File: config.mk
export PLATFORM = sky130hd
export DESIGN_NAME = crc32_frame_appender
export DESIGN_NICKNAME = d
export VERILOG_FILES = /design/src/hw/rtl/crcfa_pkg.sv /design/src/hw/rtl/crc32_frame_appender.sv /design/src/hw/rtl/crcfa_front.sv /design/src/hw/rtl/crcfa_queue.sv /design/src/hw/rtl/crcfa_back.sv
export SDC_FILE = /design/constraint.sdc
export NUM_CORES = 1
export LEC_CHECK = 0
export ABC_AREA = 1
export BUFFER_PORTS_ARGS = -buffer_cell sky130_fd_sc_hd__buf_2
export CELL_PAD_IN_SITES_DETAIL_PLACEMENT = 0
export CELL_PAD_IN_SITES_GLOBAL_PLACEMENT = 1
export CORE_UTILIZATION = 40
export DETAILED_ROUTE_END_ITERATION = 6
export PLACE_DENSITY = 0.73
export SYNTH_ARGS = -nofsm -noshare
export SYNTH_HDL_FRONTEND = slang
export SYNTH_SLANG_ARGS = --single-unit
File: constraint.sdc
create_clock -name aclk -period 6.95 [get_ports aclk]
set_input_delay 1.39 -clock aclk [delete_from_list [all_inputs] [get_ports aclk]]
set_output_delay 1.39 -clock aclk [all_outputs]
set_load 0.01 [all_outputs]
File: src/hw/rtl/crcfa_pkg.sv
// Shared types, constants and the byte-wide CRC-32 update for the frame CRC appender.
package crcfa_pkg;

    localparam logic [31:0] CRC_INIT   = 32'hFFFF_FFFF;
    localparam logic [31:0] CRC_XOROUT = 32'hFFFF_FFFF;
    localparam logic [31:0] CRC_POLY   = 32'hEDB8_8320;

    // Output phase of one queued request: the frame byte, then CRC bytes 0..3.
    localparam logic [2:0] PHASE_DATA = 3'd0;
    localparam logic [2:0] PHASE_CRC0 = 3'd1;
    localparam logic [2:0] PHASE_CRC1 = 3'd2;
    localparam logic [2:0] PHASE_CRC2 = 3'd3;
    localparam logic [2:0] PHASE_CRC3 = 3'd4;

    typedef struct packed {
        logic [7:0]  data;
        logic        frame_end;
        logic [31:0] crc;      // final CRC, valid only when frame_end is set
    } crcfa_entry_t;

    // Reflected CRC-32, one byte, LSB first.
    function automatic logic [31:0] crc_update_byte(input logic [31:0] crc_in,
                                                    input logic [7:0]  byte_in);
        logic [31:0] c;
        logic        fb;
        c = crc_in;
        for (int k = 0; k < 8; k++) begin
            fb = c[0] ^ byte_in[k];
            c  = {1'b0, c[31:1]};
            if (fb) begin
                c = c ^ CRC_POLY;
            end
        end
        return c;
    endfunction

endpackage

File: src/hw/rtl/crc32_frame_appender.sv
// An accepted byte goes through the queue, then the back end's hold register, onto m_.
// Throughput: 1 byte per cycle, stalled by a full queue or low m_ready; a frame end adds four
// CRC output bytes, absorbed by the QUEUE_DEPTH-entry queue while the input keeps streaming.
// The sustained input rate is set by the back end's single output port (bytes + 4 per frame).
// Reset (aresetn, sync, active low): remainder to all ones, queue empty, no output held.
module crc32_frame_appender import crcfa_pkg::*; #(
    parameter int QUEUE_DEPTH = 4
) (
    input  logic       aclk,
    input  logic       aresetn,
    input  logic       s_valid,
    output logic       s_ready,
    input  logic [7:0] s_data_byte,
    input  logic       s_frame_end,
    output logic       m_valid,
    input  logic       m_ready,
    output logic [7:0] m_out_byte,
    output logic       m_is_crc,
    output logic       m_out_last
);

    // front -> queue
    logic         push;
    crcfa_entry_t push_entry;
    logic         queue_full;

    // queue -> back
    logic         pop;
    logic         head_valid;
    crcfa_entry_t head_entry;

    // Front: CRC update per accepted request; the final CRC rides along in the
    // queue entry of the frame's last byte, so the remainder reloads at once.
    crcfa_front u_front (
        .aclk       (aclk),
        .aresetn    (aresetn),
        .s_valid    (s_valid),
        .s_ready    (s_ready),
        .s_data_byte(s_data_byte),
        .s_frame_end(s_frame_end),
        .push       (push),
        .push_entry (push_entry),
        .queue_full (queue_full)
    );

    crcfa_queue #(
        .DEPTH(QUEUE_DEPTH)
    ) u_queue (
        .aclk       (aclk),
        .aresetn    (aresetn),
        .push       (push),
        .push_entry (push_entry),
        .full       (queue_full),
        .pop        (pop),
        .head_valid (head_valid),
        .head_entry (head_entry)
    );

    // Back: holds one request in registers and drives m_ from them; next request
    // is loaded in the same cycle the current one's last byte is taken.
    crcfa_back u_back (
        .aclk       (aclk),
        .aresetn    (aresetn),
        .head_valid (head_valid),
        .head_entry (head_entry),
        .pop        (pop),
        .m_valid    (m_valid),
        .m_ready    (m_ready),
        .m_out_byte (m_out_byte),
        .m_is_crc   (m_is_crc),
        .m_out_last (m_out_last)
    );

endmodule

File: src/hw/rtl/crcfa_front.sv
// Front end: accepts frame bytes, runs the CRC and builds queue entries.
module crcfa_front import crcfa_pkg::*; (
    input  logic         aclk,
    input  logic         aresetn,
    input  logic         s_valid,
    output logic         s_ready,
    input  logic [7:0]   s_data_byte,
    input  logic         s_frame_end,
    output logic         push,
    output crcfa_entry_t push_entry,
    input  logic         queue_full
);

    logic [31:0] remainder_reg;
    logic [31:0] remainder_next;
    logic [31:0] crc_upd;

    assign crc_upd = crc_update_byte(remainder_reg, s_data_byte);
    assign s_ready = !queue_full;
    assign push    = s_valid && s_ready;

    assign push_entry.data      = s_data_byte;
    assign push_entry.frame_end = s_frame_end;
    assign push_entry.crc       = crc_upd ^ CRC_XOROUT;

    always_comb begin
        remainder_next = remainder_reg;
        if (push) begin
            remainder_next = s_frame_end ? CRC_INIT : crc_upd;
        end
    end

    always_ff @(posedge aclk) begin
        if (!aresetn) begin
            remainder_reg <= CRC_INIT;
        end else begin
            remainder_reg <= remainder_next;
        end
    end

endmodule

File: src/hw/rtl/crcfa_queue.sv
// Small flip-flop FIFO between the front and back ends.
module crcfa_queue import crcfa_pkg::*; #(
    parameter int DEPTH = 4
) (
    input  logic         aclk,
    input  logic         aresetn,
    input  logic         push,
    input  crcfa_entry_t push_entry,
    output logic         full,
    input  logic         pop,
    output logic         head_valid,
    output crcfa_entry_t head_entry
);

    localparam int PW = (DEPTH > 1) ? $clog2(DEPTH) : 1;
    localparam int CW = $clog2(DEPTH + 1);
    localparam logic [PW-1:0] LAST_PTR = PW'(DEPTH - 1);
    localparam logic [CW-1:0] FULL_CNT = CW'(DEPTH);

    crcfa_entry_t    slot_reg [DEPTH];
    logic [PW-1:0]   wr_ptr_reg, wr_ptr_next;
    logic [PW-1:0]   rd_ptr_reg, rd_ptr_next;
    logic [CW-1:0]   count_reg, count_next;

    assign full       = (count_reg == FULL_CNT);
    assign head_valid = (count_reg != '0);
    assign head_entry = slot_reg[rd_ptr_reg];

    always_comb begin
        wr_ptr_next = wr_ptr_reg;
        rd_ptr_next = rd_ptr_reg;
        count_next  = count_reg;
        if (push) begin
            wr_ptr_next = (wr_ptr_reg == LAST_PTR) ? '0 : wr_ptr_reg + 1'b1;
        end
        if (pop) begin
            rd_ptr_next = (rd_ptr_reg == LAST_PTR) ? '0 : rd_ptr_reg + 1'b1;
        end
        if (push && !pop) begin
            count_next = count_reg + 1'b1;
        end else if (pop && !push) begin
            count_next = count_reg - 1'b1;
        end
    end

    always_ff @(posedge aclk) begin
        if (!aresetn) begin
            wr_ptr_reg <= '0;
            rd_ptr_reg <= '0;
            count_reg  <= '0;
        end else begin
            wr_ptr_reg <= wr_ptr_next;
            rd_ptr_reg <= rd_ptr_next;
            count_reg  <= count_next;
        end
    end

    always_ff @(posedge aclk) begin
        if (push) begin
            slot_reg[wr_ptr_reg] <= push_entry;
        end
    end

`ifndef SYNTH
    a_no_overflow: assert property (@(posedge aclk) disable iff (!aresetn)
        full |-> !push) else $error("push into full queue");
    a_no_underflow: assert property (@(posedge aclk) disable iff (!aresetn)
        !head_valid |-> !pop) else $error("pop from empty queue");
    a_count_bound: assert property (@(posedge aclk) disable iff (!aresetn)
        count_reg <= FULL_CNT) else $error("queue count out of range");
`endif

endmodule

File: src/hw/rtl/crcfa_back.sv
// Back end: plays out each queued byte and, at frame end, the four CRC bytes.
module crcfa_back import crcfa_pkg::*; (
    input  logic         aclk,
    input  logic         aresetn,
    input  logic         head_valid,
    input  crcfa_entry_t head_entry,
    output logic         pop,
    output logic         m_valid,
    input  logic         m_ready,
    output logic [7:0]   m_out_byte,
    output logic         m_is_crc,
    output logic         m_out_last
);

    logic         hold_valid_reg, hold_valid_next;
    crcfa_entry_t hold_reg, hold_next;
    logic [2:0]   phase_reg, phase_next;
    logic         done;

    // request finishes when its last output byte is taken
    assign done = hold_valid_reg && m_ready &&
                  ((phase_reg == PHASE_CRC3) ||
                   ((phase_reg == PHASE_DATA) && !hold_reg.frame_end));
    assign pop  = head_valid && (!hold_valid_reg || done);

    always_comb begin
        hold_valid_next = hold_valid_reg;
        hold_next       = hold_reg;
        phase_next      = phase_reg;
        if (pop) begin
            hold_valid_next = 1'b1;
            hold_next       = head_entry;
            phase_next      = PHASE_DATA;
        end else if (done) begin
            hold_valid_next = 1'b0;
            phase_next      = PHASE_DATA;
        end else if (hold_valid_reg && m_ready) begin
            phase_next = phase_reg + 1'b1;
        end
    end

    always_ff @(posedge aclk) begin
        if (!aresetn) begin
            hold_valid_reg <= 1'b0;
            phase_reg      <= PHASE_DATA;
        end else begin
            hold_valid_reg <= hold_valid_next;
            phase_reg      <= phase_next;
        end
    end

    always_ff @(posedge aclk) begin
        hold_reg <= hold_next;
    end

    always_comb begin
        case (phase_reg)
            PHASE_DATA: m_out_byte = hold_reg.data;
            PHASE_CRC0: m_out_byte = hold_reg.crc[7:0];
            PHASE_CRC1: m_out_byte = hold_reg.crc[15:8];
            PHASE_CRC2: m_out_byte = hold_reg.crc[23:16];
            PHASE_CRC3: m_out_byte = hold_reg.crc[31:24];
            default:    m_out_byte = hold_reg.data;
        endcase
    end

    assign m_valid    = hold_valid_reg;
    assign m_is_crc   = (phase_reg != PHASE_DATA);
    assign m_out_last = (phase_reg == PHASE_CRC3);

`ifndef SYNTH
    a_crc_only_at_end: assert property (@(posedge aclk) disable iff (!aresetn)
        (hold_valid_reg && phase_reg != PHASE_DATA) |-> hold_reg.frame_end)
        else $error("CRC phase on a non-final byte");
    a_phase_range: assert property (@(posedge aclk) disable iff (!aresetn)
        phase_reg <= PHASE_CRC3) else $error("phase out of range");
    a_last_resets_phase: assert property (@(posedge aclk) disable iff (!aresetn)
        (m_valid && m_ready && m_out_last) |=> (phase_reg == PHASE_DATA))
        else $error("phase not restarted after last CRC byte");
`endif

endmodule

==> results by group <==
Status
  – Status: finished with violations
  – Failing checks: design-rule violations

Finish
  – Final net count: 996
  – Share of post-route cells with drive strength above 1: 14.4%
  – Layout filler cell count: 2376
  – Flip-flop count of the largest register after layout: 164
  – P&R area growth vs syn: 11.5%
  – Diodes inserted: 0
  – Post-Route Utilization: 45.8%

STA
  – Worst slew margin: 32.8%
  – Final hold slack: 0.475 ns
  – Max Clock Skew: 0.0117 ns
  – Setup_tns: 0 ns
  – Final setup violation count: 0
  – Final Hold Vio Count: 0
  – Tmin final: 3.84 ns
  – RSZ-0062 raised after global routing: false
  – Pins Over Slew Limit: 0
  – Worst slew pin tran: 1.00 ns
  – Worst setup margin: 3.11 ns
  – FMAX: 260 MHz
  – Period Utilization, post-route: 55.3%

Drt
  – DR WL/cell: 18.8 µm
  – Via/cell ratio: 5.16
  – Post-route DRC: 2
  – Final ANT Viol Nets: 0
  – DR vias: 6825
  – Final WL: 24900 µm
  – First-pass iteration count of the detailed router: 7
  – DRT iter0 DRCs: 556

Setup path
  – WP data required: 5.56 ns
  – CP startpoint kind: flop
  – CP Data Arrival Time: 2.45 ns
  – CP endpoint kind: output pin
  – WS Path Type: reg -> out
  – Critical path fanouts, max: 9

Die
  – Die Footprint: 0.0276 mm²
  – Die extent in x: 166 µm
  – Die Y: 166 µm
  – # rows: 59
  – I/O pin cnt: 25
  – Initial Util: 41.1%
  – Core area: 0.0262 mm²

Global routing
  – Vias in the first global route: 6672
  – GRT overflow: 0
  – Initial antenna violation count: 1
  – GRT Resource Usage Total: 18.3%
  – Largest net degree at the start of global routing: 84
  – First-pass GRT wire length: 38600 µm

Clock network
  – Post-CTS sizing: 0
  – CTS tree: done
  – Clk_lat worst skew: 0.53 ns
  – Clock slew at reported path FFs: 0.06 ns
  – # hold bufs at CTS: 0
  – CTS H-tree lvls: 1
  – CTS Buffer Depth: 3
  – Root Driver: clkbuf_16
  – Clock sink total: 248
  – Post-CTS repair timing setup buffer count: 0
  – TritonCTS Buffers: 26

Synth
  – Mapped cell area: 0.0108 mm²
  – Post-Syn Nets: 972
  – Syn. warnings: 0
  – Most instantiated cells after synthesis: 205 x edfxtp_1, 177 x nand2_1, 97 x nor2_1
  – Flops & latches, synth: 248
  – Synth Flop Type: edfxtp_1
  – Unique cell type count in the Yosys netlist: 39
  – Area contributors post-synth: edfxtp_1 57%, dfxtp_1 8.0%, nand2_1 6.2%
  – Cell type contributing the most total cell area after synthesis: edfxtp_1
  – Synth top area share: 57.1%
  – Sequential-to-total area share from yosys stat: 65.1%
  – Fraction of registers with async set/reset: 0%
  – Count leader, synth: edfxtp_1
  – Number of synthesized flops with an enable pin: 205
  – Syn Inst Count: 947
  – Avg Cell Area, Syn: 11.4 µm²

Pwr
  – Pwr Density: 409 mW/mm²
  – Peak VDD IR: 215 µV
  – Final Power: 4.91 mW
  – Leak: 4.57 nW

Hold path
  – HP Class: reg -> reg

Placement
  – Placed wire-length estimate: 15400 µm
  – Pre-CTS WS: 3.34 ns
  – Gpl congestion: 0.786
  – I/O Buffers: 24

Job
  – Max-cap viol count: 0
logic make-up after synthesis:
family	share of synthesized area, %
adder cells (fa/ha/maj)	1.46
AO/OA/AOI/OAI	9.71
flip-flops	65.1
buffers and inverters	4.33
AND/OR/NAND/NOR	15.0
XOR/XNOR	4.38
power breakdown:
part,switching (mW),internal (mW)
Combinational,1.00,0.394
Sequential,0.142,2.10
Clock,0.539,0.733
Total,1.69,3.22
worst paths after layout:
check / slack [ns] / endpoint / cells after the start / from
worst min register to register: 0.48 / u_front.remainder_reg[25] / 2 / u_front.remainder_reg[25]
worst max register to register: 4.13 / u_queue.count_reg[1] / 13 / u_back.phase_reg[0]
worst max-delay path: 3.11 / m_out_byte[7] / 6 / u_back.phase_reg[0]
worst min-delay path: 0.48 / u_front.remainder_reg[25] / 2 / u_front.remainder_reg[25]
stage by stage:
stage	instances	area, µm²
3_5_place_dp	1278	11200
3_3_place_gp	1278	11200
4_1_cts	1323	12000
5_1_grt	1323	12000
6_report	1323	12000
2_1_floorplan	947	10800
cell type report:
class                   count  area [µm²]  area share [%]
well taps                 335         419            3.49
clock inverters            11        88.8           0.740
inverters                  72         270            2.25
repair buffers             34         195            1.63
clock buffers              34         691            5.75
flip-flops and latches    248        7020            58.4
multi-input cells         589        3330            27.7
placed cells by master (no fill, tap or decap), types with 7 or more instances in the layout:
master / instances
inv_2: 12
inv_1: 59
clkbuf_1: 7
dfxtp_1: 42
buf_2: 24
ha_1: 11
nand3_1: 20
a22o_1: 8
a21oi_1: 12
buf_4: 10
o22ai_1: 54
edfxtp_1: 205
nand2_2: 24
o21ai_0: 95
a221oi_1: 8
nand2_1: 177
xnor2_1: 9
xor2_1: 25
nand2_4: 11
clkbuf_16: 26
nor2_1: 92
worst max-delay path, stage by stage (launching register included):
cell	delay (ns)
dfxtp_1	0.34
ha_1	0.21
ha_1	0.37
nor4_4	0.63
nand2_1	0.10
nand2_1	0.13
buf_2	0.14
metal layers:
layer	wire length (µm)	GRT usage, %	vias up	part of all wire [%]
met5	0	0	-	0
met4	438	4.31	0	1.8
met3	1110	2.45	32	4.5
met2	11200	28.7	158	45
met1	12100	26.9	3322	49
li1	-	-	3313	-
No activity file was read; power rests on OpenSTA's default activity.
